## config.mk

```make
export PLATFORM = sky130hd
export DESIGN_NAME = utf8_validating_decoder
export DESIGN_NICKNAME = d
export VERILOG_FILES = /design/src/design/utf8vd_pkg.sv /design/src/design/utf8vd_step.sv /design/src/design/utf8_validating_decoder.sv
export VERILOG_INCLUDE_DIRS = /design/src /design/src/design
export SDC_FILE = /design/constraint.sdc
export NUM_CORES = 1
export LEC_CHECK = 0
export BUFFER_PORTS_ARGS = -buffer_cell sky130_fd_sc_hd__buf_2
export CAP_MARGIN = 20
export CELL_PAD_IN_SITES_DETAIL_PLACEMENT = 0
export CELL_PAD_IN_SITES_GLOBAL_PLACEMENT = 1
export CORE_MARGIN = 2
export CORE_UTILIZATION = 47
export CTS_CLUSTER_DIAMETER = 30
export DETAILED_ROUTE_END_ITERATION = 16
export PLACE_DENSITY = 0.82
export RECOVER_POWER = 25
export SETUP_SLACK_MARGIN = 0.3
export SLEW_MARGIN = 20
export SYNTH_ARGS = -nofsm -noshare
export SYNTH_HDL_FRONTEND = slang
export SYNTH_HIERARCHICAL = 1
export SYNTH_SLANG_ARGS = --single-unit
```

## constraint.sdc

```tcl
create_clock -name clk -period 3.5 [get_ports clk]
set_clock_uncertainty 0.15 [all_clocks]
set_input_delay 0.7 -clock clk [delete_from_list [all_inputs] [get_ports clk]]
set_output_delay 0.7 -clock clk [all_outputs]
set_load 0.03 [all_outputs]
```

## src/design/utf8_validating_decoder_defines.svh

```systemverilog
// Assertion macros for the decoder top-level file.
`ifndef UTF8_VALIDATING_DECODER_DEFINES_SVH
`define UTF8_VALIDATING_DECODER_DEFINES_SVH

// Same-cycle implication, disabled during reset.
`define UVD_ASSERT_NOW(label, ante, cons, msg) \
	label: assert property (@(posedge clk) disable iff (!arst_n) (ante) |-> (cons)) \
		else $error(msg);

// Next-cycle implication, disabled during reset.
`define UVD_ASSERT_NEXT(label, ante, cons, msg) \
	label: assert property (@(posedge clk) disable iff (!arst_n) (ante) |=> (cons)) \
		else $error(msg);

`endif

```

## src/design/utf8vd_pkg.sv

```systemverilog
`default_nettype none
package utf8vd_pkg;

	localparam int unsigned CP_W  = 21;
	localparam int unsigned LEN_W = 3;

	localparam logic [7:0] LEAD2_MIN = 8'hC2;
	localparam logic [7:0] LEAD2_MAX = 8'hDF;
	localparam logic [7:0] LEAD3_MIN = 8'hE0;
	localparam logic [7:0] LEAD3_MAX = 8'hEF;
	localparam logic [7:0] LEAD4_MIN = 8'hF0;
	localparam logic [7:0] LEAD4_MAX = 8'hF4;
	localparam logic [1:0] CONT_TAG  = 2'b10;

	localparam logic [CP_W-1:0] MIN_2    = 21'h00080;
	localparam logic [CP_W-1:0] MIN_3    = 21'h00800;
	localparam logic [CP_W-1:0] MIN_4    = 21'h10000;
	localparam logic [CP_W-1:0] CP_MAX   = 21'h10FFFF;
	localparam logic [CP_W-1:0] SURR_LO  = 21'h0D800;
	localparam logic [CP_W-1:0] SURR_HI  = 21'h0DFFF;

	localparam logic [LEN_W-1:0] LEN_NONE = 3'd0;
	localparam logic [LEN_W-1:0] LEN_1    = 3'd1;
	localparam logic [LEN_W-1:0] LEN_2    = 3'd2;
	localparam logic [LEN_W-1:0] LEN_3    = 3'd3;
	localparam logic [LEN_W-1:0] LEN_4    = 3'd4;

	typedef struct packed {
		logic [1:0]       bytes_left;
		logic [LEN_W-1:0] seq_length;
		logic [CP_W-1:0]  partial_point;
		logic             text_failed;
	} dec_state_t;

	typedef struct packed {
		logic [CP_W-1:0]  code_point;
		logic             point_ready;
		logic [LEN_W-1:0] point_length;
		logic             error_here;
		logic             text_done;
		logic             text_valid;
	} dec_result_t;

endpackage
`default_nettype wire

```

## src/design/utf8vd_step.sv

```systemverilog
`default_nettype none
module utf8vd_step (
	input  wire utf8vd_pkg::dec_state_t  cur_state,
	input  wire logic [7:0]              data_byte,
	input  wire logic                    text_last,
	output utf8vd_pkg::dec_state_t       next_state,
	output utf8vd_pkg::dec_result_t      result
);
	import utf8vd_pkg::*;

	logic            err;
	logic [CP_W-1:0] acc;
	logic [CP_W-1:0] minimum;

	// bits gathered with this continuation byte appended
	assign acc = {cur_state.partial_point[CP_W-7:0], data_byte[5:0]};

	always_comb begin
		case (cur_state.seq_length)
			LEN_2:   minimum = MIN_2;
			LEN_3:   minimum = MIN_3;
			default: minimum = MIN_4;
		endcase
	end

	always_comb begin
		next_state = cur_state;
		result     = '0;
		err        = 1'b0;
		if (!cur_state.text_failed) begin
			if (cur_state.bytes_left == 2'd0) begin
				if (!data_byte[7]) begin
					result.code_point   = {{(CP_W-8){1'b0}}, data_byte};
					result.point_ready  = 1'b1;
					result.point_length = LEN_1;
				end else if (data_byte >= LEAD2_MIN && data_byte <= LEAD2_MAX) begin
					next_state.seq_length    = LEN_2;
					next_state.bytes_left    = 2'd1;
					next_state.partial_point = {{(CP_W-5){1'b0}}, data_byte[4:0]};
				end else if (data_byte >= LEAD3_MIN && data_byte <= LEAD3_MAX) begin
					next_state.seq_length    = LEN_3;
					next_state.bytes_left    = 2'd2;
					next_state.partial_point = {{(CP_W-4){1'b0}}, data_byte[3:0]};
				end else if (data_byte >= LEAD4_MIN && data_byte <= LEAD4_MAX) begin
					next_state.seq_length    = LEN_4;
					next_state.bytes_left    = 2'd3;
					next_state.partial_point = {{(CP_W-3){1'b0}}, data_byte[2:0]};
				end else begin
					err = 1'b1;
				end
			end else if (data_byte[7:6] != CONT_TAG) begin
				err = 1'b1;
			end else begin
				next_state.partial_point = acc;
				next_state.bytes_left    = cur_state.bytes_left - 2'd1;
				if (cur_state.bytes_left == 2'd1) begin
					// sequence complete: overlong, range and surrogate checks
					if (acc < minimum || acc > CP_MAX || (acc >= SURR_LO && acc <= SURR_HI)) begin
						err = 1'b1;
					end else begin
						result.code_point   = acc;
						result.point_ready  = 1'b1;
						result.point_length = cur_state.seq_length;
					end
					next_state.seq_length    = LEN_NONE;
					next_state.partial_point = '0;
				end
			end
			// text ends inside an open sequence
			if (!err && text_last && next_state.bytes_left != 2'd0) begin
				err = 1'b1;
			end
			if (err) begin
				next_state             = '0;
				next_state.text_failed = 1'b1;
			end
		end
		result.error_here = err;
		result.text_done  = text_last;
		result.text_valid = text_last && !next_state.text_failed;
		if (text_last) begin
			next_state = '0;
		end
	end

endmodule
`default_nettype wire

```

## src/design/utf8_validating_decoder.sv

```systemverilog
//  channel | direction | handshake                   | payload
//  --------+-----------+-----------------------------+-------------------------------------
//  data    | in        | data_valid / data_stall     | data_byte, text_last
//  result  | out       | result_valid / result_stall | code_point, point_ready, point_length,
//          |           |                             | error_here, text_done, text_valid
//
//  One byte per cycle while result_stall is low; one result per byte, via both registers.
//  The decode state is read and written in the same cycle a byte moves from the input
//  register into the result register, so that state loop sets the one-cycle rate.
//  Reset (arst_n low) empties both registers and clears the decode state.
//  A stall on the result side holds the result register; the input register still
//  takes a byte while empty, and data_stall rises only when both registers are full.
`default_nettype none
`include "utf8_validating_decoder_defines.svh"
module utf8_validating_decoder (
	input  wire logic                          clk,
	input  wire logic                          arst_n,
	input  wire logic                          data_valid,
	output logic                               data_stall,
	input  wire logic [7:0]                    data_byte,
	input  wire logic                          text_last,
	output logic                               result_valid,
	input  wire logic                          result_stall,
	output logic [utf8vd_pkg::CP_W-1:0]        code_point,
	output logic                               point_ready,
	output logic [utf8vd_pkg::LEN_W-1:0]       point_length,
	output logic                               error_here,
	output logic                               text_done,
	output logic                               text_valid
);
	import utf8vd_pkg::*;

	// input register
	logic        valid_s1;
	logic [7:0]  byte_s1;
	logic        last_s1;

	// result register
	logic        valid_s2;
	dec_result_t result_s2;

	// decode state, updated on each advance into the result register
	dec_state_t  state_q;
	dec_state_t  state_next;
	dec_result_t result_next;

	logic in_xfer;
	logic advance;

	// result register is free when empty or being drained this cycle
	assign advance    = valid_s1 && (!valid_s2 || !result_stall);
	assign data_stall = valid_s1 && !advance;
	assign in_xfer    = data_valid && !data_stall;

	utf8vd_step u_step (
		.cur_state  (state_q),
		.data_byte  (byte_s1),
		.text_last  (last_s1),
		.next_state (state_next),
		.result     (result_next)
	);

	always_ff @(posedge clk or negedge arst_n) begin
		if (!arst_n) begin
			valid_s1 <= 1'b0;
			valid_s2 <= 1'b0;
			state_q  <= '0;
		end else begin
			// input stage: load on transfer, drop once moved on
			if (in_xfer) begin
				valid_s1 <= 1'b1;
			end else if (advance) begin
				valid_s1 <= 1'b0;
			end
			// result stage: hold under stall
			if (advance) begin
				valid_s2 <= 1'b1;
				state_q  <= state_next;
			end else if (!result_stall) begin
				valid_s2 <= 1'b0;
			end
		end
	end

	// payload registers, no reset
	always_ff @(posedge clk) begin
		if (in_xfer) begin
			byte_s1 <= data_byte;
			last_s1 <= text_last;
		end
		if (advance) begin
			result_s2 <= result_next;
		end
	end

	assign result_valid = valid_s2;
	assign code_point   = result_s2.code_point;
	assign point_ready  = result_s2.point_ready;
	assign point_length = result_s2.point_length;
	assign error_here   = result_s2.error_here;
	assign text_done    = result_s2.text_done;
	assign text_valid   = result_s2.text_valid;

	// a text's last byte returns the decoder to its idle state
	`UVD_ASSERT_NEXT(a_clear_on_last, advance && last_s1, state_q == '0, "state not cleared after last byte")
	// an open sequence never coexists with a failed text
	`UVD_ASSERT_NOW(a_open_not_failed, state_q.bytes_left != 2'd0, !state_q.text_failed, "open sequence in failed text")
	// remaining count and sequence length agree on whether a sequence is open
	`UVD_ASSERT_NOW(a_len_matches, 1'b1, (state_q.bytes_left == 2'd0) == (state_q.seq_length == LEN_NONE), "sequence length and count disagree")
	// a stalled result keeps the decode state frozen
	`UVD_ASSERT_NEXT(a_state_hold, valid_s2 && result_stall, $stable(state_q), "state moved under result stall")

endmodule
`default_nettype wire
```

==> results.cfg, run 1 <==
[outcome]
status = finished clean

[sta]
fmax_mhz = 365
setup_violations = 0
period_share_pct = 78.3
finalSetupTns_ps = 0
tightest_slew_ps = 1260
hold_viol = 0
maxSlewHeadroom_pct = 15.7
fin_crit_ps = 2740
finalMaxSlewViolations = 0
rsz0062_at_grt = no

[die]
start_util_pct = 47.8
coreArea_um2 = 6680
pin_count = 43
die_w_um = 86.5
dieArea_um2 = 7480
num_rows = 30
die_y_um = 86.5

[power_and_ir_drop]
powerDensity_nw_per_um2 = 524
power_w = 0.00190
peakVddDrop_uv = 260
leakage_nw = 1.53

[clocking]
cts_tree = built
clk_path_buf_depth = 2
clk_latency_ps = 340
clock_sinks = 60
clkTransAtPathRegs_ps = 60
cts_root_buf = clkbuf_8
cts.repair.resized = 0
htreeDepth = 3
cts_buffers = 9
hold_buffers = 0
cts_setup_buffers = 0

[routing]
drt-initial-drc-count = 120
wirelength_um = 6560
routedWlPerCell_um = 17.2
antenna_left = 0
routed_via_density = 5.83
route.detailed.drc = 0
firstDrtPassIters = 4
vias = 2220

[logic_synthesis]
yosysWarnings = 6
synth_area_um2 = 3200
syn_nets = 271
syn_inst = 254
syn_avg_cell_area_um2 = 12.6

[global_routing]
grt_max_degree = 50
use_met2_pct = 30.5
grt_pass1_vias = 2203
grt_util_all_layers_pct = 18.8
grt_pass1_wl_um = 10700
busiest_layer = met2
grt_overflow_total = 0
use_met3_pct = 5.24
grt_antenna_before_repair = 0
met1_usage_pct = 23.4

[min_path]
min_path_type = reg -> reg

[critical_path]
critPathKind = reg -> reg
cp_cell_sequence = nor2b_1 > nand2_1 > ha_1 > nand2_1 > a31o_2 > and4_1 > nor4_2 > buf_4 > and2_1
crit_path_frequent_cell = nand2_1
end_kind = flip-flop
worstPathMaxFanout = 10
path_buf_inv = 1
cp.arrival_ps = 2800
cpPeakStageDelay_ps = 540
cp-start-kind = flip-flop
critical-path-top-delay-family = simple AND/OR/NAND/NOR gates
critPathRequiredTime_ps = 3560
crit_slowest_cell = nor4_2

[place]
io_buffers = 42
hpwl_um = 4510
gp_congestion = 0.894

[cells_and_area]
antenna_cells = 0
area_growth_pct = 13.6
drive_gt1_share_pct = 32.6
nNetsFinal = 313
nFillCells = 562

[flow_run]
max-cap-violations = 0
## through the flow
stage                     hold WS, ps  std cells  utilization [%]  cell area (um2)  worst slack, ps
final                             341        381             54.4             3630              760
after global routing              367        381             54.4             3630              577
after CTS                         188        381             54.4             3630              748
after detailed placement          339        365             51.5             3440              764
after global placement            327        365             51.5             3440              761
after floorplan                   254        254                -             3200             1030
## worst reg2reg max path: stages (launching register included)
cell and delay, ps:
dfrtp_1 440, nor2b_1 260, nand2_1 90, ha_1 280, nand2_1 40, a31o_2 220
and4_1 200, nor4_2 540, buf_4 260, and2_1 140
## cell type report
class / count / area (um2) / area share (%)
Clock buffer: 11 / 141 / 3.89
Tap cell: 80 / 100 / 2.76
Sequential cell: 60 / 1690 / 46.4
Inverter: 9 / 33.8 / 0.930
Multi-Input combinational cell: 169 / 1370 / 37.8
Clock inverter: 5 / 51.3 / 1.41
Timing Repair Buffer: 47 / 246 / 6.79
## cell usage in the layout, fill, tap and decap left out, types with 2 or more instances in the layout
cell type and count:
ha_1 4, nand3_1 2, clkinv_2 2, and2_1 16, a22o_1 16, a211oi_1 2
nor3_1 8, inv_1 9, and4_1 2, mux2_4 18, nand2_1 6, mux2_2 4
and2_0 2, or3b_2 2, a21boi_0 2, nor2b_1 5, clkbuf_1 2, buf_2 41
nor4_2 2, a32oi_1 5, and3_1 3, nand2b_1 5, edfxtp_1 37, o21ai_0 5
buf_4 5, nor2_1 12, o22ai_1 3, nor3b_1 4, dfrtp_1 23, a21oi_1 6
or4_4 2, a31o_2 3, o21ai_2 2, clkbuf_8 10
## registers in the layout (all words and copies together), names as in the netlist
register / count
point_length: 3
state_q: 21
text_done: 1
last_s1: 1
result_valid: 1
valid_s1: 1
code_point: 21
point_ready: 1
byte_s1: 8
text_valid: 1
error_here: 1
## report_power, final
group / switching (W) / internal [W] / total (W)
Clock: 0.000261 / 0.000343 / 0.000604
Combinational: 0.000251 / 0.000157 / 0.000407
Sequential: 0.0000692 / 0.000823 / 0.000893
Total: 0.000580 / 0.00132 / 0.00190
## path summary, 6_finish.rpt
kind	slack (ps)	cells past startpoint	to	from
max	760	9	code_point[19]	state_q[23]
min	340	1	result_valid	valid_s1
max reg2reg	760	9	code_point[19]	state_q[23]
min reg2reg	340	1	result_valid	valid_s1
max in group asynchronous	1990	1	state_q[14]	arst_n
min in group asynchronous	460	1	state_q[7]	arst_n
## per-layer routing
metal | up-vias | share of wire (%) | wire length, um
li1 | 1056 | - | -
met5 | - | 0 | 0
met4 | 0 | 2.2 | 146
met3 | 12 | 4.0 | 259
met1 | 1096 | 44 | 2900
met2 | 56 | 50 | 3250
Note: power is estimated with default switching activity, not from simulation.
==> inputs of run 2 (changes only) <==
- CORE_UTILIZATION: 47 -> 43
- PLACE_DENSITY: 0.82 -> 0.79
- clock period: 3.5 -> 2.4 ns (I/O delays scaled with it)
==> results.cfg, run 2 (synthesis results as in run 1) <==
[place]
gp_congestion = 0.933
io_buffers = 42
pre_cts_slack_ps = -286
placedInstanceArea_um2 = 3780
hpwl_um = 4980

[die]
dieArea_um2 = 8140
pin_count = 43
start_util_pct = 44.3
die_y_um = 90.2
num_rows = 31
coreArea_um2 = 7210
die_w_um = 90.2

[global_routing]
grt_max_degree = 50
grt_antenna_before_repair = 0
grt_pass1_vias = 2394
grt_pass1_wl_um = 12200
grt_overflow_total = 0
grt_util_all_layers_pct = 19.1

[cells_and_area]
layout_common_cells = 44 x buf_4, 41 x buf_2, 37 x edfxtp_1
antenna_cells = 0
layout_commonest_cell = buf_4
multiInputGateArea_um2 = 1570
regArea_um2 = 1690
fin_area_um2 = 4220
nFillCells = 619
area_growth_pct = 32.0
nNetsFinal = 359
drive_gt1_share_pct = 52.2

[min_path]
min_path_type = in -> reg
min_from = data_byte[5]

[routing]
wirelength_um = 7470
antenna_left = 0
vias = 2407
drt-initial-drc-count = 130
firstDrtPassIters = 4
route.detailed.drc = 0
routedWlPerCell_um = 16.7
routed_via_density = 5.40

[sta]
rsz0062_at_grt = yes
period_share_pct = 106
setup_violations = 29
hold_viol = 0
maxSlewHeadroom_pct = 9.53
fin_crit_ps = 2530
fmax_mhz = 395
tightest_slew_ps = 1360
finalMaxSlewViolations = 0
hold_slack_ps = 155
worst_slack_ps = -133

[power_and_ir_drop]
leakage_nw = 1.82
peakVddDrop_uv = 387
comb_power_share_pct = 29.0
power_frac_seq_pct = 42.9
p_switching_w = 0.000993
netSwitchingFraction_pct = 33.7
p_int_w = 0.00195
power_w = 0.00295
p_clk_share_pct = 28.1
powerDensity_nw_per_um2 = 699

[outcome]
status = complete, but fails checks
violations = negative setup slack

[critical_path]
timing.rr.start = state_q[11]
crit_slowest_cell = or4b_4
critPathKind = reg -> reg
worstPathMaxFanout = 5
end_kind = flip-flop
cp_cell_sequence = or4_4 > or4b_4 > o21ai_4 > nor4b_4 > a22o_1 > mux2_4
cpPeakStageDelay_ps = 580
critPathRequiredTime_ps = 2470
cp.arrival_ps = 2610
cp-start-kind = flip-flop
critical-path-top-delay-family = simple AND/OR/NAND/NOR gates
path_buf_inv = 0
startpoint = state_q[11]

[clocking]
cts_tree = built
clk_latency_ps = 350
clock_sinks = 60
cts_root_buf = clkbuf_8
clk_path_buf_depth = 2
htreeDepth = 3
cts_buffers = 9
clkTransAtPathRegs_ps = 80

[flow_run]
max-cap-violations = 0
## run 2: area by class of cell
type,count,share of cell area (%)
Sequential cell,60,40.0
Multi-Input combinational cell,169,37.1
Timing Repair Buffer,93,14.8
Clock buffer,9,2.94
Tap cell,99,2.94
Clock inverter,7,1.39
Inverter,9,0.801
## run 2: metal layers
layer	up-vias	global-route usage [%]	part of all wire, %
li1	1152	-	-
met1	1167	24.4	45
met3	18	5.11	4.5
met5	-	0	0
met2	70	30.6	48
met4	0	8.33	2.4
## run 2: worst paths after layout
path,to,slack [ps],cells past startpoint
min in group asynchronous,state_q[24],820,2
worst min-delay path,byte_s1[5],150,1
worst max register to register,state_q[25],-130,6
worst min register to register,result_valid,340,1
worst max-delay path,state_q[25],-130,6
max in group asynchronous,state_q[0],390,2
## run 2: power by group through the flow
stage,clock network [W],logic [W],registers [W]
floorplan,0,0.000415,0.00137
global placement,0,0.000741,0.00128
detailed placement,0,0.000744,0.00128
CTS,0.000851,0.000817,0.00126
global route,0.000901,0.000917,0.00128
finish,0.000828,0.000854,0.00126
## run 2: stage by stage
| step | util [%] | TNS, ps | instances |
|---|---|---|---|
| final | 58.5 | -1900 | 446 |
| after global routing | 58.5 | -3480 | 446 |
| after CTS | 57.1 | -896 | 443 |
| after detailed placement | 52.3 | -4990 | 418 |
| after global placement | 52.3 | -3290 | 418 |
| after floorplan | - | -6.37 | 254 |
## run 2: repair_timing
item,4_1_cts,5_1_grt
hold endpoints to repair,23,0
setup endpoints to repair,46,48
pin swaps,27,14
gates resized for setup,21,28
hold buffers,1,0
cloned,1,1
buffers inserted,7,2
==> inputs of run 3 (changes only) <==
- CELL_PAD_IN_SITES_DETAIL_PLACEMENT: 0 -> default
- CELL_PAD_IN_SITES_GLOBAL_PLACEMENT: 1 -> default
- CORE_UTILIZATION: 43 -> 50
- PLACE_DENSITY: 0.79 -> 0.75
- SYNTH_HIERARCHICAL: 1 -> default
==> results.cfg, run 3 <==
[place]
hpwl_um = 3970
gp_congestion = 0.945
io_buffers = 42

[global_routing]
grt_util_all_layers_pct = 20.7
grt_pass1_vias = 1905
grt_overflow_total = 0
grt_pass1_wl_um = 9420
grt_max_degree = 24
grt_antenna_before_repair = 0

[flow_run]
max-cap-violations = 0

[cells_and_area]
nNetsFinal = 302
layout_common_cells = 41 x buf_2, 37 x edfxtp_1, 23 x dfrtp_1
nFillCells = 394
layout_commonest_cell = buf_2
antenna_cells = 0
area_growth_pct = 25.1
drive_gt1_share_pct = 32.8
fin_util_pct = 65.6

[critical_path]
end_kind = flip-flop
timing.rr.end = error_here
cp_cell_sequence = nor2b_4 > nand2_1 > ha_1 > inv_1 > a31oi_1 > a2bb2oi_2 > o21a_1 > nor2_1 > a31o_2
reg2regPathDepth = 9
critPathRequiredTime_ps = 2330
r2r_slack_ps = 170
crit_slowest_cell = dfrtp_1
cp.arrival_ps = 2160
startpoint = state_q[24]
critPathKind = reg -> reg
worstPathMaxFanout = 4
cpPeakStageDelay_ps = 410
cp-start-kind = flip-flop
timing.rr.start = state_q[24]

[logic_synthesis]
yosysWarnings = 0
syn_avg_cell_area_um2 = 12.4
seq_area_frac_synth_pct = 62.1
syn_inst = 218
synth_enable_flop_cells = 37
yosys-top-cells-area = edfxtp_1 41%, dfrtp_1 21%, a22o_1 4.8%, and2_1 4.1%, ha_1 1.8%
ys_top_cells_by_count = 37 x edfxtp_1, 23 x dfrtp_1, 18 x and2_1
syn_nets = 235
yosysMostFrequentCell = edfxtp_1
synth_top_area_share_pct = 40.9
synthArstFlopShare_pct = 38.3
synth_area_um2 = 2710
ys_seq_elements = 60
netlist.top_cell.by_area = edfxtp_1
synthFlopType = edfxtp_1
synth.distinct_cells = 45

[min_path]
whs_path_depth = 1
min_path_type = in -> reg
min_from = data_byte[7]
holdPathEnd = byte_s1[7]

[power_and_ir_drop]
leakage_nw = 1.45
power_w = 0.00277
powerDensity_nw_per_um2 = 816
peakVddDrop_uv = 498

[clocking]
cts_root_buf = clkbuf_8
htreeDepth = 3
clk_path_buf_depth = 2
clock_sinks = 60
clkTransAtPathRegs_ps = 60
cts_tree = built
cts_buffers = 9
clk_latency_ps = 330

[die]
pin_count = 43
num_rows = 26
coreArea_um2 = 5170
die_w_um = 77.7
dieArea_um2 = 6030
die_y_um = 77.7
start_util_pct = 52.5

[routing]
routed_via_density = 5.53
routedWlPerCell_um = 15.8
firstDrtPassIters = 5
antenna_left = 0
drt-initial-drc-count = 160
vias = 1989
route.detailed.drc = 0
wirelength_um = 5710

[outcome]
status = finished clean

[sta]
fmax_mhz = 449
tightest_slew_ps = 1270
hold_viol = 0
setup_violations = 0
maxSlewHeadroom_pct = 15.3
fin_crit_ps = 2230
rsz0062_at_grt = yes
finalMaxSlewViolations = 0
period_share_pct = 92.7
[run 3: cell types whose count changed in the layout (fill, tap and decap cells not counted), moves of 7 or more]
cell	before	now
and2_4	15	1
nand2_1	6	13
buf_4	44	20
mux2_4	18	0
and2_1	2	18
[run 3: worst max-delay path by stage]
stage	end	depth (start not counted)
after CTS	error_here	9
final	error_here	9
after floorplan	state_q[12]	5
after global routing	point_length[0]	9
after global placement	point_length[0]	9
after detailed placement	point_length[0]	9
[run 3: layer usage]
| metal | global-route usage [%] | share of wire, % |
|---|---|---|
| met3 | 4.07 | 6.0 |
| met4 | 12.0 | 3.2 |
| met2 | 29.3 | 45 |
| met1 | 29.8 | 46 |
| met5 | 0 | 0 |
[run 3: what timing repair did]
action                     4_1_cts  5_1_grt
setup endpoints to repair       29       33
pin swaps                        3        1
resized for setup                8        2
hold buffers                     1        0
hold endpoints to repair        23        0
gates cloned                     1        0
buffers inserted                 3        3
[run 3: stage by stage]
step	hold slack [ps]	instances	cell area, um2	setup TNS (ps)	setup slack, ps
3_3_place_gp	318	336	3090	0	82.6
4_1_cts	168	357	3360	0	226
3_5_place_dp	335	336	3090	-32.7	-21.7
6_report	175	360	3390	0	174
5_1_grt	167	360	3390	0	87.5
2_1_floorplan	34.4	218	2750	0	183
[run 3: layout make-up]
cell class	count	area, um2	area share, %
Multi-Input combinational cell	139	1020	30.0
Sequential cell	60	1690	49.7
Tap cell	70	87.6	2.58
Timing Repair Buffer	63	369	10.9
Clock buffer	14	153	4.50
Inverter	12	45.0	1.33
Clock inverter	2	35.0	1.03
[run 3: worst max-delay path: cells and delay by family (launching register included)]
kind                     cells  cell delay (ps)
AO/OA/AOI/OAI                4              830
flip-flops                   1              410
adder cells (fa/ha/maj)      1              280
AND/OR/NAND/NOR              3              250
buffers and inverters        1               50
[run 3: cell families (layout without fill, tap and decap cells)]
| logic type | count (synthesis) | in the layout | synth area share [%] |
|---|---|---|---|
| buffers and inverters | 20 | 91 | 3.37 |
| adder cells (fa/ha/maj) | 4 | 4 | 1.84 |
| AO/OA/AOI/OAI | 55 | 55 | 15.9 |
| AND/OR/NAND/NOR | 79 | 80 | 16.7 |
| flip-flops | 60 | 60 | 62.1 |
[run 3: where the power goes]
group | leakage [nW] | switching, W | internal [W] | total [W]
Combinational | 0.683 | 0.000392 | 0.000243 | 0.000635
Clock | 0.0947 | 0.000361 | 0.000508 | 0.000869
Sequential | 0.677 | 0.0000651 | 0.00120 | 0.00127
Total | 1.45 | 0.000817 | 0.00195 | 0.00277
